===== config.mk =====
export PLATFORM = sky130hd
export DESIGN_NAME = byte_ring_fifo_watermark_core
export DESIGN_NICKNAME = d
export VERILOG_FILES = /design/src/rtl/core/brfw_pkg.sv /design/src/rtl/core/brfw_store.sv /design/src/rtl/core/brfw_ctrl.sv /design/src/rtl/core/byte_ring_fifo_watermark_core.sv
export SDC_FILE = /design/constraint.sdc
export NUM_CORES = 2
export LEC_CHECK = 0
export BUFFER_PORTS_ARGS = -buffer_cell sky130_fd_sc_hd__buf_4
export CAP_MARGIN = 20
export CORE_MARGIN = 2
export CORE_UTILIZATION = 30
export CTS_BUF_LIST = sky130_fd_sc_hd__clkbuf_4 sky130_fd_sc_hd__clkbuf_8
export DETAILED_ROUTE_END_ITERATION = 12
export PLACE_DENSITY = 0.42
export SYNTH_ARGS = -nofsm -noshare
export SYNTH_HDL_FRONTEND = slang
export SYNTH_SLANG_ARGS = --single-unit

===== constraint.sdc =====
create_clock -name clk -period 14.2 [get_ports clk]
set_input_delay 0.71 -clock clk [delete_from_list [all_inputs] [get_ports clk]]
set_output_delay 0.71 -clock clk [all_outputs]
set_load 0.1 [all_outputs]

===== src/rtl/core/brfw_pkg.sv =====
// Shared types and constants for the byte ring FIFO with watermark.
package brfw_pkg;

  localparam int DEPTH    = 256;
  localparam int ADDR_W   = 8;
  localparam int SIZE_W   = 9;
  localparam int SIZE_CAP = (DEPTH < 256) ? DEPTH : 256;
  localparam int MIN_FREE = 2;

  localparam logic [1:0] REQ_ADD    = 2'd0;
  localparam logic [1:0] REQ_GET    = 2'd1;
  localparam logic [1:0] REQ_REMOVE = 2'd2;
  localparam logic [1:0] REQ_STATUS = 2'd3;

  typedef logic [ADDR_W-1:0] ptr_t;
  typedef logic [SIZE_W-1:0] cnt_t;
  typedef logic [7:0]        data_t;

  typedef struct packed {
    logic  we;
    ptr_t  waddr;
    data_t wdata;
    logic  re;
    ptr_t  raddr;
  } mem_cmd_t;

  typedef struct packed {
    logic [7:0]  used;
    cnt_t        free;
    cnt_t        low;
    logic [15:0] ovf;
    logic        empty;
    logic        full;
  } stat_t;

endpackage


===== src/rtl/core/brfw_store.sv =====
// Byte store: one write port and one registered read port.
module brfw_store (
  input  logic                clk,
  input  brfw_pkg::mem_cmd_t  cmd,
  output brfw_pkg::data_t     rdata
);

  brfw_pkg::data_t mem [brfw_pkg::DEPTH];

  always_ff @(posedge clk) begin
    if (cmd.we) begin
      mem[cmd.waddr] <= cmd.wdata;
    end
    if (cmd.re) begin
      rdata <= mem[cmd.raddr];
    end
  end

endmodule


===== src/rtl/core/brfw_ctrl.sv =====
// Pointer, watermark and overflow control for the byte ring FIFO.
module brfw_ctrl (
  input  logic                clk,
  input  logic                rst,
  input  logic                size_we,
  input  brfw_pkg::cnt_t      size_wdata,
  input  logic                acc,
  input  logic [1:0]          req_type,
  input  brfw_pkg::data_t     data_in,
  input  logic [15:0]         remove_count,
  output brfw_pkg::mem_cmd_t  mem_cmd,
  output brfw_pkg::stat_t     stat,
  output logic                done,
  output logic                ok_q,
  output logic                get_q
);

  brfw_pkg::cnt_t size;
  brfw_pkg::ptr_t read_ptr;
  brfw_pkg::ptr_t write_ptr;
  brfw_pkg::cnt_t low_free_mark;
  logic [15:0]    overflows;

  brfw_pkg::cnt_t used_cur;
  brfw_pkg::cnt_t free_cur;
  logic           empty_cur;
  logic           add_ok;
  brfw_pkg::cnt_t wp_inc;
  brfw_pkg::cnt_t rp_inc;
  brfw_pkg::cnt_t rm_cnt;
  brfw_pkg::cnt_t rp_sum;
  brfw_pkg::ptr_t wp_adv;
  brfw_pkg::ptr_t rp_adv;
  brfw_pkg::ptr_t rp_rm;
  brfw_pkg::cnt_t cfg_size;
  logic           ok_now;

  always_comb begin
    if (write_ptr >= read_ptr) begin
      used_cur = {1'b0, write_ptr} - {1'b0, read_ptr};
    end else begin
      used_cur = size + {1'b0, write_ptr} - {1'b0, read_ptr};
    end
    free_cur  = size - used_cur;
    empty_cur = (read_ptr == write_ptr);
    add_ok    = (free_cur >= brfw_pkg::cnt_t'(brfw_pkg::MIN_FREE));

    wp_inc = {1'b0, write_ptr} + 9'd1;
    wp_adv = (wp_inc >= size) ? '0 : wp_inc[7:0];
    rp_inc = {1'b0, read_ptr} + 9'd1;
    rp_adv = (rp_inc >= size) ? '0 : rp_inc[7:0];

    rm_cnt = (remove_count > {7'd0, used_cur}) ? used_cur : remove_count[8:0];
    rp_sum = {1'b0, read_ptr} + rm_cnt;
    if (rp_sum >= size) begin
      rp_rm = 8'(rp_sum - size);
    end else begin
      rp_rm = rp_sum[7:0];
    end

    if (size_wdata < brfw_pkg::cnt_t'(brfw_pkg::MIN_FREE)) begin
      cfg_size = brfw_pkg::cnt_t'(brfw_pkg::MIN_FREE);
    end else if (size_wdata > brfw_pkg::cnt_t'(brfw_pkg::SIZE_CAP)) begin
      cfg_size = brfw_pkg::cnt_t'(brfw_pkg::SIZE_CAP);
    end else begin
      cfg_size = size_wdata;
    end

    unique case (req_type)
      brfw_pkg::REQ_ADD: ok_now = add_ok;
      brfw_pkg::REQ_GET: ok_now = !empty_cur;
      default:           ok_now = 1'b1;
    endcase
  end

  always_comb begin
    mem_cmd.we    = acc && (req_type == brfw_pkg::REQ_ADD) && add_ok;
    mem_cmd.waddr = write_ptr;
    mem_cmd.wdata = data_in;
    mem_cmd.re    = acc && (req_type == brfw_pkg::REQ_GET) && !empty_cur;
    mem_cmd.raddr = read_ptr;

    stat.used  = used_cur[7:0];
    stat.free  = free_cur;
    stat.low   = low_free_mark;
    stat.ovf   = overflows;
    stat.empty = empty_cur;
    stat.full  = !add_ok;
  end

  always_ff @(posedge clk) begin
    if (rst) begin
      size          <= brfw_pkg::cnt_t'(brfw_pkg::SIZE_CAP);
      read_ptr      <= '0;
      write_ptr     <= '0;
      overflows     <= '0;
      low_free_mark <= brfw_pkg::cnt_t'(brfw_pkg::SIZE_CAP);
      done          <= 1'b0;
      ok_q          <= 1'b0;
      get_q         <= 1'b0;
    end else begin
      done  <= acc;
      ok_q  <= ok_now;
      get_q <= mem_cmd.re;
      if (size_we) begin
        size          <= cfg_size;
        read_ptr      <= '0;
        write_ptr     <= '0;
        overflows     <= '0;
        low_free_mark <= cfg_size;
      end else if (acc) begin
        unique case (req_type)
          brfw_pkg::REQ_ADD: begin
            if (free_cur < low_free_mark) begin
              low_free_mark <= free_cur;
            end
            if (add_ok) begin
              write_ptr <= wp_adv;
            end else begin
              overflows <= overflows + 16'd1;
            end
          end
          brfw_pkg::REQ_GET: begin
            if (!empty_cur) begin
              read_ptr <= rp_adv;
            end
          end
          brfw_pkg::REQ_REMOVE: begin
            read_ptr <= rp_rm;
          end
          default: begin
            if (free_cur < low_free_mark) begin
              low_free_mark <= free_cur;
            end
          end
        endcase
      end
    end
  end

  // Both pointers stay inside the ring in use.
  assert property (@(posedge clk) disable iff (rst)
    ({1'b0, read_ptr} < size) && ({1'b0, write_ptr} < size))
    else $error("pointer outside ring");

  // The FIFO never holds more than size minus one bytes.
  assert property (@(posedge clk) disable iff (rst) free_cur >= 9'd1)
    else $error("ring overfilled");

  // The watermark never rises above the ring size.
  assert property (@(posedge clk) disable iff (rst) low_free_mark <= size)
    else $error("watermark above size");

  // A refused add bumps the overflow counter by exactly one.
  assert property (@(posedge clk) disable iff (rst)
    (acc && !size_we && (req_type == brfw_pkg::REQ_ADD) && !add_ok)
      |=> (rst || overflows == $past(overflows) + 16'd1))
    else $error("overflow count not bumped");

  // A successful get never reads the entry the write pointer points at.
  assert property (@(posedge clk) disable iff (rst)
    mem_cmd.re |-> (mem_cmd.raddr != write_ptr))
    else $error("read of unwritten slot");

endmodule


===== src/rtl/core/byte_ring_fifo_watermark_core.sv =====
// Top level of the byte ring FIFO with free-space watermark and overflow count.
//
//  channel   | ports                                   | transfer when
//  ----------+-----------------------------------------+----------------------------
//  request   | start, busy, req_type, data_in,          | start high, busy low
//            | remove_count                             |
//  result    | done, ok, data_out, used_count,          | done high (one cycle only)
//            | free_count, low_mark, overflow_count,    |
//            | is_empty, is_full                        |
//  size reg  | size_we, size_wdata                      | size_we high
//
// A request transfers at an edge and its result appears in the next cycle with done
// high. Requests may be issued every cycle; busy is always low, so the block
// takes one request per clock. The result is registered to match the registered
// read port of the byte store: a get issues its read at the transfer edge and
// the popped byte comes back on the next cycle alongside the counts.
// Reset (synchronous, active high) sets the ring size to 256, clears both
// pointers and the overflow counter, and sets the watermark to the size. The
// store contents are not cleared; a slot is only read after it was written.
// The receiver cannot stall results, so no result queue is needed.
module byte_ring_fifo_watermark_core (
  input  logic        clk,
  input  logic        rst,
  input  logic        start,
  output logic        busy,
  input  logic [1:0]  req_type,
  input  logic [7:0]  data_in,
  input  logic [15:0] remove_count,
  input  logic        size_we,
  input  logic [8:0]  size_wdata,
  output logic        done,
  output logic        ok,
  output logic [7:0]  data_out,
  output logic [7:0]  used_count,
  output logic [8:0]  free_count,
  output logic [8:0]  low_mark,
  output logic [15:0] overflow_count,
  output logic        is_empty,
  output logic        is_full
);

  brfw_pkg::mem_cmd_t mem_cmd;
  brfw_pkg::stat_t    stat;
  brfw_pkg::data_t    rdata;
  logic               acc;
  logic               get_q;

  // Every request completes in a single pass, so the block never holds off.
  assign busy = 1'b0;
  assign acc  = start && !busy;

  brfw_ctrl u_ctrl (
    .clk          (clk),
    .rst          (rst),
    .size_we      (size_we),
    .size_wdata   (size_wdata),
    .acc          (acc),
    .req_type     (req_type),
    .data_in      (data_in),
    .remove_count (remove_count),
    .mem_cmd      (mem_cmd),
    .stat         (stat),
    .done         (done),
    .ok_q         (ok),
    .get_q        (get_q)
  );

  brfw_store u_store (
    .clk   (clk),
    .cmd   (mem_cmd),
    .rdata (rdata)
  );

  // The counts are taken from the pointer registers, which already hold the
  // state left by the request being reported. Only a successful get shows the
  // popped byte; everything else reports zero.
  always_comb begin
    data_out       = get_q ? rdata : 8'd0;
    used_count     = stat.used;
    free_count     = stat.free;
    low_mark       = stat.low;
    overflow_count = stat.ovf;
    is_empty       = stat.empty;
    is_full        = stat.full;
  end

endmodule


# Word level (Yosys, flattened, before mapping)
# Memories as Yosys holds them, arrays and structs flattened. A register that Yosys moved wholly into a read port is not among the register bits.
# Cells that the tools add are included.
# classes
addsub	9
order_cmp	9
eq_ne	5
muxes	17
bitwise	1
n_reduce_logical	16
# ops
cell	count
$mux W9	8
$mux W8	5
$ge A9 B9 Y1	3
$add A8 B1 Y9 const B	2
$add A16 B1 Y16 const B	1
$gt A16 B9 Y1	1
$pmux W8 S2	1
$reduce_and A3 Y1	4
$add A8 B9 Y9	1
$add A9 B8 Y9	1
$ge A9 B2 Y1 const B	1
$gt A9 B9 Y1 const B	1
$lt A9 B2 Y1 const B	1
$lt A9 B9 Y1	1
$sub A8 B8 Y9	1
$sub A9 B8 Y9	1
$sub A9 B9 Y9	1
$eq A8 B8 Y1	1
$ge A8 B8 Y1	1
$sub A8 B8 Y8	1
$reduce_bool A2 Y1	3
$logic_and A1 B1 Y1	4
$reduce_or A2 Y1	2
$eq A2 B1 Y1 const B	1
other kinds (8)	10
# word_totals
regBits	53
ram_bits	2048
inputBits	39
elab_cells	66
n_memories	1
# mem_list
memory	words	width	read_ports	rd_ports_with_merged_regs	wr	line	source
u_store.mem	256	8	1	1	1	brfw_store.sv:8	brfw_pkg::data_t mem [brfw_pkg::DEPTH];

# Logic depth before layout (Yosys ltp)
# depth
word_depth	9
ltp_mapped	41
mapped_depth_nobuf	39

# Cells and area by module
# Synthesis repeated with hierarchy kept, for this count alone.
# hier_totals
cells_unflattened	4499
hier_area_um2	85574.6
# modules_own_cells
mod	n_inst	cells_each	area_per_inst_um2
brfw_store	1	3733	79636.4
brfw_ctrl	1	756	5876.9
byte_ring_fifo_watermark_core	1	10	61.3

# Least setup slack after synthesis
# OpenSTA, ideal clock, no wires.
# synth_path
kind	flip-flop to output port
startpoint	register u_ctrl.read_ptr[1]
endpoint	output is_full
arrival_time_ns	10.137
setup_slack_ns	3.353
path_stages_with_launch	19
n_path_buf	5
cell_sequence	dfxtp_1 -> clkbuf_1 -> buf_1 -> clkbuf_1 -> inv_1 -> ha_1 -> a21o_1 -> o2bb2ai_2 -> nor2_1 -> o31ai_1 -> inv_1 -> ha_1 -> clkbuf_1 -> and3_1 -> a311oi_1 -> and4_1 -> or3_1 -> clkbuf_1 -> nor4_1
# synth_between
elab_chain_len	5
# synth_lines
element	line	source
start: declaration	brfw_ctrl.sv:19	brfw_pkg::ptr_t read_ptr;
start signal: assignment	brfw_ctrl.sv:125	read_ptr <= rp_adv;
start signal: assignment	brfw_ctrl.sv:129	read_ptr <= rp_rm;
$sub A9 B8 Y9, or another cell as far along	brfw_ctrl.sv:42	used_cur = size + {1'b0, write_ptr} - {1'b0, read_ptr};
$mux W9 (*)	brfw_ctrl.sv:39	if (write_ptr >= read_ptr) begin
named net used_count[4]	byte_ring_fifo_watermark_core.sv:34	output logic [7:0] used_count,
$sub A9 B9 Y9 (*)	brfw_ctrl.sv:44	free_cur = size - used_cur;
named net free_count[8]	byte_ring_fifo_watermark_core.sv:35	output logic [8:0] free_count,
$ge A9 B2 Y1 (*)	brfw_ctrl.sv:46	add_ok = (free_cur >= brfw_pkg::cnt_t'(brfw_pkg::MIN_FREE));
$logic_not A1 Y1 (*)	brfw_ctrl.sv:88	stat.full = !add_ok;
end: declaration	byte_ring_fifo_watermark_core.sv:39	output logic is_full
# Mark *: on every way through the listed nets, which the timed path passes. The rest lies on a longest branch.

# Worst setup path after layout
# layout_path
startpoint	register u_ctrl.read_ptr[3]
endpoint	register u_ctrl.read_ptr[6]
# layout_between
elab_chain_len	8
# layout_lines
element	line	source
$sub A9 B8 Y9, or another cell as far along	brfw_ctrl.sv:42	
$mux W9	brfw_ctrl.sv:39	
$gt A16 B9 Y1	brfw_ctrl.sv:53	rm_cnt = (remove_count > {7'd0, used_cur}) ? used_cur : remove_count[8:0];
$mux W9	brfw_ctrl.sv:53	
$add A8 B9 Y9	brfw_ctrl.sv:54	rp_sum = {1'b0, read_ptr} + rm_cnt;
$sub A8 B8 Y8 / $ge A9 B9 Y1 (equally long branches)	brfw_ctrl.sv:56, brfw_ctrl.sv:55	
$mux W8	brfw_ctrl.sv:55	if (rp_sum >= size) begin
$pmux W8 S2	brfw_ctrl.sv:112	unique case (req_type)
# Several ways; a longest one is shown, not always the timed one. The select of a mux whose other input is x is not followed.
# A chain may end at the register's enable or synchronous reset.

==> results.ini <==
[run_status]
outcome = complete, no violations

[die]
coreArea_sq_um = 282000
dieArea_sq_um = 288000
row_count = 195
fp.dieH_microns = 537
die_w_microns = 537
initial_core_util_pct = 30.2
io_pins = 94

[logic_synthesis]
synth-compound-area-share_pct = 1.58
async_flop_share_pct = 0
syn-instance-count = 4025
synthAdderAreaFrac_pct = 1.53
synth_seq_cells = 2109
synth_simple_gate_area_share_pct = 3.07
synthXorXnorAreaFrac_pct = 0.482
syn_avg_cell_area_sq_um = 21.2
yosysUniqueCellTypes = 71
synth_top_flop_cell = edfxtp_1
synthMuxAreaShare_pct = 18.2
yosys_warnings = 0
synth_nets = 4159
syn_area_sq_um = 85200
synth_top_family_by_area = multiplexers
seq_area_frac_synth_pct = 73.7
synth-edff-count = 2056

[final_layout]
final_util_pct = 34.9
nets = 4558
multi_input_area_sq_um = 21500
drive_gt1_share_pct = 33.9
nFillCells = 26300
final_common_cell = edfxtp_1
fin_area_sq_um = 98600
regArea_sq_um = 62800
layout_common_cells = edfxtp_1 (2056), mux4_2 (680), clkbuf_8 (389)
area_growth_pct = 15.7

[timing]
period_minus_slack_ns = 8.62
grt_setup_unrepaired = false
min_period_over_period_pct = 60.7
setup_viol = 0
finalMaxSlewViolations = 0
fin_ws_ns = 5.58
slew_headroom_pct = 23.7
tns_ns = 0
finalHoldViolations = 0
tightest_slew_ns = 1.14
skew_ns = 0.0784
max_freq_mhz = 116

[placed_design]
preCtsSetupSlack_ns = 5.60
dpl_cell_area_sq_um = 91000
hpwl_microns = 145000
gp_congestion = 0.812
io_buffers = 92

[critical_path]
critical_path.endpoint = u_ctrl.read_ptr[6]
reg2reg_slack_ns = 5.58
r2r-start = u_ctrl.read_ptr[3]
worst-path-max-fanout = 31
crit_start = u_ctrl.read_ptr[3]
start_kind = register
r2r-end = u_ctrl.read_ptr[6]
crit_type = register to register
critical_path_arrival_ns = 9.48
critPathMostFrequentCell = o21ai_0
crit_slowest_cell = dfxtp_2
r2r_cells = 35
slowest_delay_ns = 0.89
critPathRequiredTime_ns = 15.07
endpoint_kind = register

[power]
power.total_w = 0.0134
p_leak_nw = 30.0
power.switching_w = 0.00320
power.internal_w = 0.0102
p_sw_share_pct = 23.9
vdd_drop_max_mv = 0.0960
clkPwrFrac_pct = 41.4
cellPowerDensity_nw_per_um2 = 136
pwr-share-comb_pct = 7.4
power.share.sequential_pct = 51.2

[global_routing]
antenna_found_initial = 19
grt_max_degree = 176
gr-total-overflow = 0
track_usage_pct = 16.7
grt_pass1_vias = 44000
grt_pass1_wl_microns = 343000

[clock_network]
cts.clk_slew.worst_paths_ns = 0.07
root_buffer = clkbuf_8
htree_levels = 5
cts_buffer_depth = 4
cts_buffers = 388
insertion_delay_ns = 1.07
cts.sinks = 2109
post_cts_buffers = 0
cts_tree = done

[routing]
drcViolationCount = 0
drt-pass1-iter-count = 5
drt_iter0_markers = 3338
ant_nets = 0
num_vias = 42000
wl_microns = 243000
vias_per_cell = 4.96
post_drt_wl_per_cell_microns = 28.7

[hold_path]
hold_path.class = primary input to register

[run]
cap_violations = 0

-- synth_stat cells, types with 31 or more instances --
cell type / n / area [sq um]
edfxtp_1: 2056 / 61700
mux4_2: 680 / 15300
nor2_1: 204 / 766
clkbuf_1: 155 / 582
nand2_1: 96 / 360
ha_1: 84 / 1050
nor3_1: 81 / 405
inv_1: 77 / 289
dfxtp_1: 53 / 1060
a21oi_1: 52 / 260
buf_1: 51 / 191
o21ai_0: 49 / 245
nor4_1: 37 / 231
xnor2_1: 34 / 298
buf_2: 31 / 155
-- logic make-up after synthesis --
family | after synthesis
multiplexers | 696
XOR/XNOR | 46
flip-flops | 2109
other | 1
AO/OA/AOI/OAI | 203
AND/OR/NAND/NOR | 552
buffers and inverters | 320
adder cells (fa/ha/maj) | 98
-- routing by layer --
| metal | routed length [microns] | GRT usage, % | up-vias |
|---|---|---|---|
| met4 | 5190 | 4.16 | 0 |
| met1 | 112000 | 23.8 | 22800 |
| met5 | 0 | 0 | - |
| li1 | - | - | 17700 |
| met2 | 115000 | 26.8 | 1092 |
| met3 | 10800 | 2.68 | 356 |
-- worst min-delay path by stage --
| stage | slack, ns | from | cells after the start | to |
|---|---|---|---|---|
| 2_1_floorplan | 0.47 | u_ctrl.size[3] | 2 | u_ctrl.size[3] |
| 3_3_place_gp | 0.48 | u_ctrl.overflows[15] | 2 | u_ctrl.overflows[15] |
| 3_5_place_dp | 0.49 | u_ctrl.low_free_mark[0] | 2 | u_ctrl.low_free_mark[0] |
| 4_1_cts | 0.03 | data_in[6] | 1 | u_store.mem[69][6] |
| 5_1_grt | 0.05 | data_in[6] | 1 | u_store.mem[69][6] |
| 6_report | 0.11 | data_in[6] | 1 | u_store.mem[69][6] |
-- worst max-delay path: cells and delay by family (launching register included) --
kind / cells / cell delay, ns
AOI/OAI and AO/OA: 17 / 3.29
xor gates and xnor gates: 1 / 0.14
buffers and inverters: 4 / 0.75
muxes: 1 / 0.34
adders and majority gates: 5 / 1.85
and+or+nand+nor: 7 / 1.19
DFF: 1 / 0.89
-- power by group through the flow --
stage / combinational [W] / sequential (W) / clock (W)
2_1_floorplan: 0.000597 / 0.00700 / 0
3_3_place_gp: 0.000998 / 0.00698 / 0
3_5_place_dp: 0.00100 / 0.00698 / 0
4_1_cts: 0.00101 / 0.00685 / 0.00572
5_1_grt: 0.00106 / 0.00685 / 0.00598
6_report: 0.000990 / 0.00685 / 0.00555
-- metrics by stage --
| stage | hold WS (ns) | cells |
|---|---|---|
| 6_report | 0.114 | 8459 |
| 5_1_grt | 0.0544 | 8454 |
| 4_1_cts | 0.0314 | 8427 |
| 3_5_place_dp | 0.493 | 7745 |
| 3_3_place_gp | 0.477 | 7739 |
| 2_1_floorplan | 0.467 | 4025 |
-- layout make-up --
type	instances	share of cell area, %
well taps	3743	4.75
repair buffers	249	2.09
clock buffers	523	6.45
clock inverters	145	0.906
diodes	14	0.0355
inverters	80	0.310
flip-flops and latches	2109	63.7
multi-input cells	1596	21.8
-- registers in the layout (all words and copies together), names as in the netlist --
signal / cells
u_ctrl.ok_q: 1
u_ctrl.size: 9
u_ctrl.read_ptr: 8
u_ctrl.done: 1
u_ctrl.get_q: 1
u_store.rdata: 8
u_ctrl.overflows: 16
u_ctrl.low_free_mark: 9
u_store.mem: 2048
u_ctrl.write_ptr: 8
-- what timing repair did --
item,CTS,global route
resized for setup,0,0
endpoints found under the setup margin,0,0
hold endpoints to repair,19,0
hold buffers,14,0
Power figures use the tool's default switching activity.
